`src/rtl/ffr_pkg.sv`:
```
package ffr_pkg;

	localparam int DEF_FRAME_SLOTS = 8;
	localparam int DEF_MAX_PIECES  = 32;
	localparam int SLOT_IDX_W      = 6;

	localparam logic [1:0] STATUS_STALE = 2'd0;
	localparam logic [1:0] STATUS_PIECE = 2'd1;
	localparam logic [1:0] STATUS_FULL  = 2'd2;

	typedef enum logic [2:0] {
		ST_IDLE,
		ST_LOOK,
		ST_READ,
		ST_DECIDE,
		ST_SCAN,
		ST_EMIT
	} ffr_state_t;

	typedef struct packed {
		logic                  stale;
		logic                  found;
		logic [SLOT_IDX_W-1:0] hit;
		logic                  free_found;
		logic [SLOT_IDX_W-1:0] free_slot;
	} ffr_match_t;

endpackage

```
`src/rtl/ffr_slot_match.sv`:
```
module ffr_slot_match import ffr_pkg::*; #(
	parameter int FRAME_SLOTS = DEF_FRAME_SLOTS
) (
	input  logic                           clk,
	input  logic                           arst_n,
	input  logic                           en,
	input  logic [63:0]                    frame,
	input  logic [63:0]                    newest,
	input  logic [FRAME_SLOTS-1:0]         in_use,
	input  logic [FRAME_SLOTS-1:0][63:0]   fid,
	output ffr_match_t                     match
);

	ffr_match_t match_d;

	// lowest matching slot and lowest free slot: scan down so the lowest wins
	always_comb begin
		match_d       = '0;
		match_d.stale = (frame <= newest);
		for (int i = FRAME_SLOTS - 1; i >= 0; i--) begin
			if (in_use[i] && fid[i] == frame) begin
				match_d.found = 1'b1;
				match_d.hit   = SLOT_IDX_W'(i);
			end
			if (!in_use[i]) begin
				match_d.free_found = 1'b1;
				match_d.free_slot  = SLOT_IDX_W'(i);
			end
		end
	end

	always_ff @(posedge clk or negedge arst_n) begin
		if (!arst_n) begin
			match <= '0;
		end else if (en) begin
			match <= match_d;
		end
	end

endmodule

```
`config.mk`:
```
export PLATFORM = sky130hd
export DESIGN_NAME = ffr_slot_match
export DESIGN_NICKNAME = d
export VERILOG_FILES = /design/src/rtl/ffr_pkg.sv /design/src/rtl/ffr_slot_match.sv
export SDC_FILE = /design/constraint.sdc
export NUM_CORES = 1
export LEC_CHECK = 0
export BUFFER_PORTS_ARGS = -buffer_cell sky130_fd_sc_hd__clkbuf_2
export CORE_AREA = 2 2 257 259
export DETAILED_ROUTE_END_ITERATION = 8
export DIE_AREA = 0 0 259 261
export PLACE_DENSITY_LB_ADDON = 0.15
export SKIP_LAST_GASP = 1
export SYNTH_ARGS = -nofsm -noshare
export SYNTH_HDL_FRONTEND = slang
export SYNTH_SLANG_ARGS = --single-unit
export TNS_END_PERCENT = 50
```
`constraint.sdc`:
```
create_clock -name clk -period 2.3 [get_ports clk]
set_input_delay 0.23 -clock clk [delete_from_list [all_inputs] [get_ports clk]]
set_output_delay 0.23 -clock clk [all_outputs]
set_load 0.01 [all_outputs]
```
==> results of run 1 <==
per-stage QoR:
stage / std cells / area, µm² / setup TNS, ns
after CTS: 2913 / 15400 / -0.894
after global routing: 2917 / 15500 / -1.15
after detailed placement: 2908 / 15100 / -3.67
final: 2921 / 15500 / -0.809
after global placement: 2908 / 15100 / -3.69
after floorplan: 1157 / 8470 / -0.351
layer usage:
metal	vias up	GRT usage [%]	wire, µm
met1	6130	33.4	39800
li1	5871	-	-
met2	635	48.9	46800
met4	12	7.90	3260
met3	91	3.42	5140
met5	-	0	69
cell type report:
type	instances	area (µm²)
Antenna cell	6	15.0
Sequential cell	9	225
Clock buffer	4	78.8
Tap cell	864	1080
Inverter	142	569
Timing Repair Buffer	958	6060
Fill cell	7417	49500
Multi-Input combinational cell	938	7490
repair_timing:
action                                  CTS  global route
endpoints found under the setup margin    5             5
resized for setup                        53            24
pin swaps                                12            14
buffers inserted                          2             2
endpoints found under the hold margin     9             0
hold buffers                              1             0
critical path, cell delays in order:
cell,delay [ns]
clkbuf_4,0.19
inv_2,0.11
o22ai_1,0.08
or4_1,0.54
or4_4,0.53
or4b_4,0.50
a311o_1,0.29
a22o_1,0.18
final timing paths:
check / to / slack, ns / cells past startpoint
min in group asynchronous: match[14] / 0.41 / 2
max in group asynchronous: match[1] / 1.66 / 2
max: match[8] / -0.22 / 8
min reg2reg: match[0] / 0.49 / 1
min: match[0] / 0.36 / 3
max reg2reg: match[14] / 1.45 / 2
placed cells by master, fill, tap and decap left out, drive strengths merged, types with 34 or more instances in the layout:
master,instances
buf,300
clkbuf,661
ha,64
inv,139
nand2b,37
nand4,69
nor4,68
o22ai,34
xnor2,175
xor2,188
power by group through the flow:
stage                     Clock (W)  Combinational, W  Sequential (W)
after floorplan                   0           0.00115        0.000176
after global placement            0           0.00313        0.000174
after detailed placement          0           0.00312        0.000174
after CTS                  0.000319           0.00318        0.000172
after global routing       0.000332           0.00338        0.000173
final                      0.000321           0.00318        0.000172
cells by family after synthesis:
group                    share of synthesized area, %
AO/OA/AOI/OAI                                    18.2
XOR/XNOR                                         38.2
adder cells (fa/ha/maj)                          9.62
buffers and inverters                            10.1
flip-flops                                       2.70
other                                          0.0450
AND/OR/NAND/NOR                                  21.1
==> metrics.md, run 1 <==
| Metric | Value |
|---|---|
| Status | `complete, but fails checks` |
| Final Hold Fails | `0` |
| Ranking of synthesized cells by area | `xor2_1, xnor2_1, ha_1, inv_1, nand4_1` |
| Part of the cycle the worst path needs | `110%` |
| Net Sw Power | `roughly 0.0018 W` |
| Power per Cell Area | `~240 nW/µm²` |
| Routability cong. | `between 0.9 and 1` |
| P&R area growth vs syn | `86.4%` |
| Clock Power Share | `8.7%` |
| Post-synth EDFFs | `0` |
| Synthesized flop and latch total | `9` |
| Post-synth top area share | `between 10% and 20%` |
| Util after Layout | `23.9%` |
| Crit path DAT | `between 2 and 3 ns` |
| Final wirelength | `about 95,000 µm` |
| Leading area contributor after synthesis | `xor2_1` |
| Avg Cell Area, Syn | `7.23 µm²` |
| Layout cell share with drive strength beyond 1 | `slightly below 50%` |
| # setup viols final | `5` |
| Root Buffer | `clkbuf_16` |
| Worst slew pin tran | `0.494 ns` |
| Synth unique cells | `60` |
| F_max | `~0.4 GHz` |
| GRT Residual Overflow | `0` |
| Worst hold slack | `0.364 ns` |
| CORE AREA | `roughly 65,000 µm²` |
| Biggest regs | `match x9` |
| Drt wl/cell | `approximately 33 µm` |
| Num ports | `approximately 670` |
| Mapped cell area | `roughly 8300 µm²` |
| Clk Latency, worst-skew pair | `about 0.24 ns` |
| Die ar. | `roughly 68,000 µm²` |
| Clock transition at path regs | `approximately 0.04 ns` |
| Comb pwr share | `between 80 and 90%` |
| Worst min path class | `in2reg` |
| PortBufs | `around 660` |
| First-pass DRT Iterations | `5` |
| CTS max path bufs | `2` |
| ANT nets after route | `0` |
| Largest Register | `match` |
| Fraction of registers with async set/reset | `100%` |
| Critical Path RT | `2.43 ns` |
| Unrepaired setup endpoints after global routing | `yes` |
| DRT iter0 DRCs | `between 700 and 800` |
| Internal power | `0.00185 W` |
| # H-tree levels | `1` |
| Max-Cap Viols | `0` |
| Max VDD drop | `~0.00015 V` |
| Worst Skew | `0 ns` |
| Width of the chip | `about 260 µm` |
| Worst slack, placed | `-0.803 ns` |
| CTS buffer count | `3` |
| Sw frac | `about 50%` |
| Sequential fraction of the synthesis area | `under 10%` |
| Worst setup margin | `-0.220 ns` |
| Via density | `~4.4` |
| Pin count of the biggest net entering global routing | `10` |
| HPWL Detailed | `a little under 90,000 µm` |
| Most frequent cell after synthesis | `xor2_1` |
| Die extent in y | `261 µm` |
| DRC violations left | `0` |
| CP Capture Type | `register` |
| Leak | `7.82 nW` |
| CTS sink count | `9` |
| Nets | `2,767` |
| GRT Overall Usage | `about 27%` |
| Synth warn | `0` |
| Min-delay src | `in_use[1]` |
| Max reg flops | `9` |
| Slew HR | `roughly two thirds` |
| Final min period | `2.52 ns` |
| Commonest cells in the netlist | `xor2_1, xnor2_1, inv_1, nand4_1, nor4_1` |
| Initial antenna violation count | `11` |
| Total power | `between 0.003 and 0.004 W` |
| Row count | `94` |
| CP startpoint kind | `input pin` |
| Cell count after synthesis | `1,152` |
| Seq pwr share | `4.7%` |
| Vias post-DR | `12,700` |
| Setup CP Type | `in2reg` |
| CP Launch Point | `frame[57]` |
| First-pass GRT wire length | `122,000 µm` |
| Pins over their slew limit | `0` |
| Failing checks | `negative setup slack` |
| CTS tree | `yes` |
| Number of global-route vias before repair | `between 10,000 and 15,000` |
| CP Max Fanout | `2` |
| RR Startpoint | `match[14]` |
| Initial cell density of the core | `~13%` |
| Primary flip-flop cell chosen by synthesis mapping | `dfrtp_1` |
Note: power is estimated with default switching activity, not from simulation.
==> inputs of run 2 (changes only) <==
Settings changed: SKIP_LAST_GASP 1 to not set.
==> metrics.md, run 2 (same netlist as run 1, synthesis figures left out) <==
| Metric | Value |
|---|---|
| CP cell instances | `clkbuf_4 > inv_2 > o22ai_1 > or4_1 > or4_4 > or4b_4 > a311o_1 > a22o_1` |
| # setup viols final | `5 (unchanged)` |
| Drt wl/cell | `32.6 µm (about the same)` |
| Root Buffer | `clkbuf_16` |
| WP buf/inv | `2 (unchanged)` |
| Initial antenna violation count | `11 (unchanged)` |
| F_max | `0.399 GHz (+0.55%)` |
| CP max stage delay | `0.54 ns (about the same)` |
| HPWL Detailed | `87,200 µm (unchanged)` |
| Max VDD drop | `0.000147 V (+0.54%)` |
| CORE AREA | `65,000 µm² (unchanged)` |
| Die ar. | `67,600 µm² (unchanged)` |
| Biggest regs | `match x9` |
| Die extent in y | `261 µm (unchanged)` |
| GRT Overall Usage | `27.0% (about the same)` |
| Status | `complete, but fails checks` |
| Max reg flops | `9 (unchanged)` |
| Critical Path RT | `2.43 ns (about the same)` |
| Crit path DAT | `2.64 ns (about the same)` |
| Final Hold Fails | `0 (unchanged)` |
| CP Launch Point | `frame[57]` |
| P&R area growth vs syn | `87.1%` |
| Worst hold slack | `0.361 ns (-0.00294 ns)` |
| Design area | `15,600 µm² (+0.36%)` |
| Fillcell total | `7,414 (-0.040%)` |
| Crit path max-delay family | `simple AND/OR/NAND/NOR gates` |
| Width of the chip | `259 µm (unchanged)` |
| First-pass GRT wire length | `122,000 µm (about the same)` |
| CTS buffer count | `3 (unchanged)` |
| Part of the cycle the worst path needs | `109% (-0.60 points)` |
| Crit path depth | `8 (unchanged)` |
| Routability cong. | `0.966 (unchanged)` |
| CTS sink count | `9 (unchanged)` |
| Pins over their slew limit | `0 (unchanged)` |
| Largest Register | `match` |
| Row count | `94 (unchanged)` |
| First-pass DRT Iterations | `5 (unchanged)` |
| Clk Latency, worst-skew pair | `0.24 ns (about the same)` |
| Final wirelength | `95,100 µm (+0.13%)` |
| CTS max path bufs | `2 (unchanged)` |
| Worst path slowest cell | `or4_1` |
| Most common cell after layout, fill and taps aside | `clkbuf_2` |
| DRT iter0 DRCs | `733 (+0.83%)` |
| Final min period | `2.51 ns (-0.0139 ns)` |
| Util after Layout | `24.0% (+0.087 points)` |
| WHS Path Cells | `3 (unchanged)` |
| Pin count of the biggest net entering global routing | `10 (unchanged)` |
| Min-delay src | `in_use[1]` |
| Most frequent cells in the layout | `clkbuf_2, buf_4, xor2_1` |
| Setup CP Type | `in2reg` |
| Slew HR | `67.0% (+0.23 points)` |
| PortBufs | `659 (unchanged)` |
| ANT nets after route | `0 (unchanged)` |
| Placed cell area | `15,100 µm² (unchanged)` |
| Worst slew pin tran | `0.491 ns (-0.00339 ns)` |
| CTS tree | `yes` |
| Worst Skew | `0 ns (unchanged)` |
| Layout cell share with drive strength beyond 1 | `49.6% (+0.39 points)` |
| Power per Cell Area | `237 nW/µm² (+0.19%)` |
| GRT Residual Overflow | `0 (unchanged)` |
| Worst R2R Path Depth | `2 (unchanged)` |
| Vias post-DR | `12,800 (+0.69%)` |
| Initial cell density of the core | `12.8% (unchanged)` |
| DRC violations left | `0 (unchanged)` |
| RR Startpoint | `match[14]` |
| CP Capture Type | `register` |
| Unrepaired setup endpoints after global routing | `yes` |
| Worst min path class | `in2reg` |
| Number of global-route vias before repair | `14,000 (+0.036%)` |
| Leak | `7.84 nW (+0.25%)` |
| CP startpoint kind | `input pin` |
| CP Max Fanout | `2 (unchanged)` |
| Max-Cap Viols | `0 (unchanged)` |
| # H-tree levels | `1 (unchanged)` |
| Via density | `4.39 (+0.66%)` |
| Failing checks | `negative setup slack` |
| Clock transition at path regs | `0.05 ns (about the same)` |
| Num ports | `666 (unchanged)` |
| Worst setup margin | `-0.206 ns (+0.0139 ns)` |
| Nets | `2,767 (unchanged)` |
[run 2: cell count changes in the layout (fill, tap and decap cells not counted), sizes merged]
cell and delta:
clkbuf -1, diode +1, buf +1
[run 2: worst paths after layout]
kind | end | slack [ns]
setup / recovery | match[8] | -0.21
hold / removal | match[0] | 0.36
setup reg to reg | match[14] | 1.45
hold reg to reg | match[0] | 0.49
max in group asynchronous | match[1] | 1.65
min in group asynchronous | match[14] | 0.42
[run 2: layout make-up]
type	instances	area, µm²	share of cell area [%]
multi-input cells	938	7540	48.4
diodes	7	17.5	0.112
flip-flops and latches	9	225	1.45
clock buffers	4	78.8	0.506
inverters	142	569	3.65
repair buffers	958	6070	38.9
well taps	864	1080	6.94
[run 2: worst min-delay path, stage by stage]
cell and delay, ns:
clkbuf_2 0.11, a21oi_1 0.07, a21o_1 0.15
[run 2: metrics by stage]
step / cells / setup TNS [ns] / power, W / setup WS [ns]
2_1_floorplan: 1157 / -0.351 / 0.00133 / -0.260
3_3_place_gp: 2908 / -3.69 / 0.00330 / -0.817
3_5_place_dp: 2908 / -3.67 / 0.00329 / -0.803
4_1_cts: 2913 / -0.777 / 0.00368 / -0.198
5_1_grt: 2917 / -1.12 / 0.00390 / -0.236
6_report: 2922 / -0.715 / 0.00369 / -0.206
[run 2: layer usage]
layer | share of wire [%] | routed length, µm | track usage, %
met1 | 42 | 40100 | 33.4
met2 | 49 | 46600 | 48.8
met3 | 5.1 | 4840 | 3.43
met4 | 3.7 | 3530 | 7.98
met5 | 0.073 | 69 | 0
[run 2: where the power goes]
part           internal, W  total [W]  switching [W]
combinational      0.00146    0.00320        0.00174
sequential        0.000167   0.000172     0.00000581
clock             0.000233   0.000322      0.0000885
[run 2: repair_timing]
item / CTS / global route
pin swaps: 15 / 15
resized for setup: 60 / 28
buffers inserted: 2 / 2
hold endpoints to repair: 9 / 0
hold buffers: 1 / 0
endpoints found under the setup margin: 5 / 5
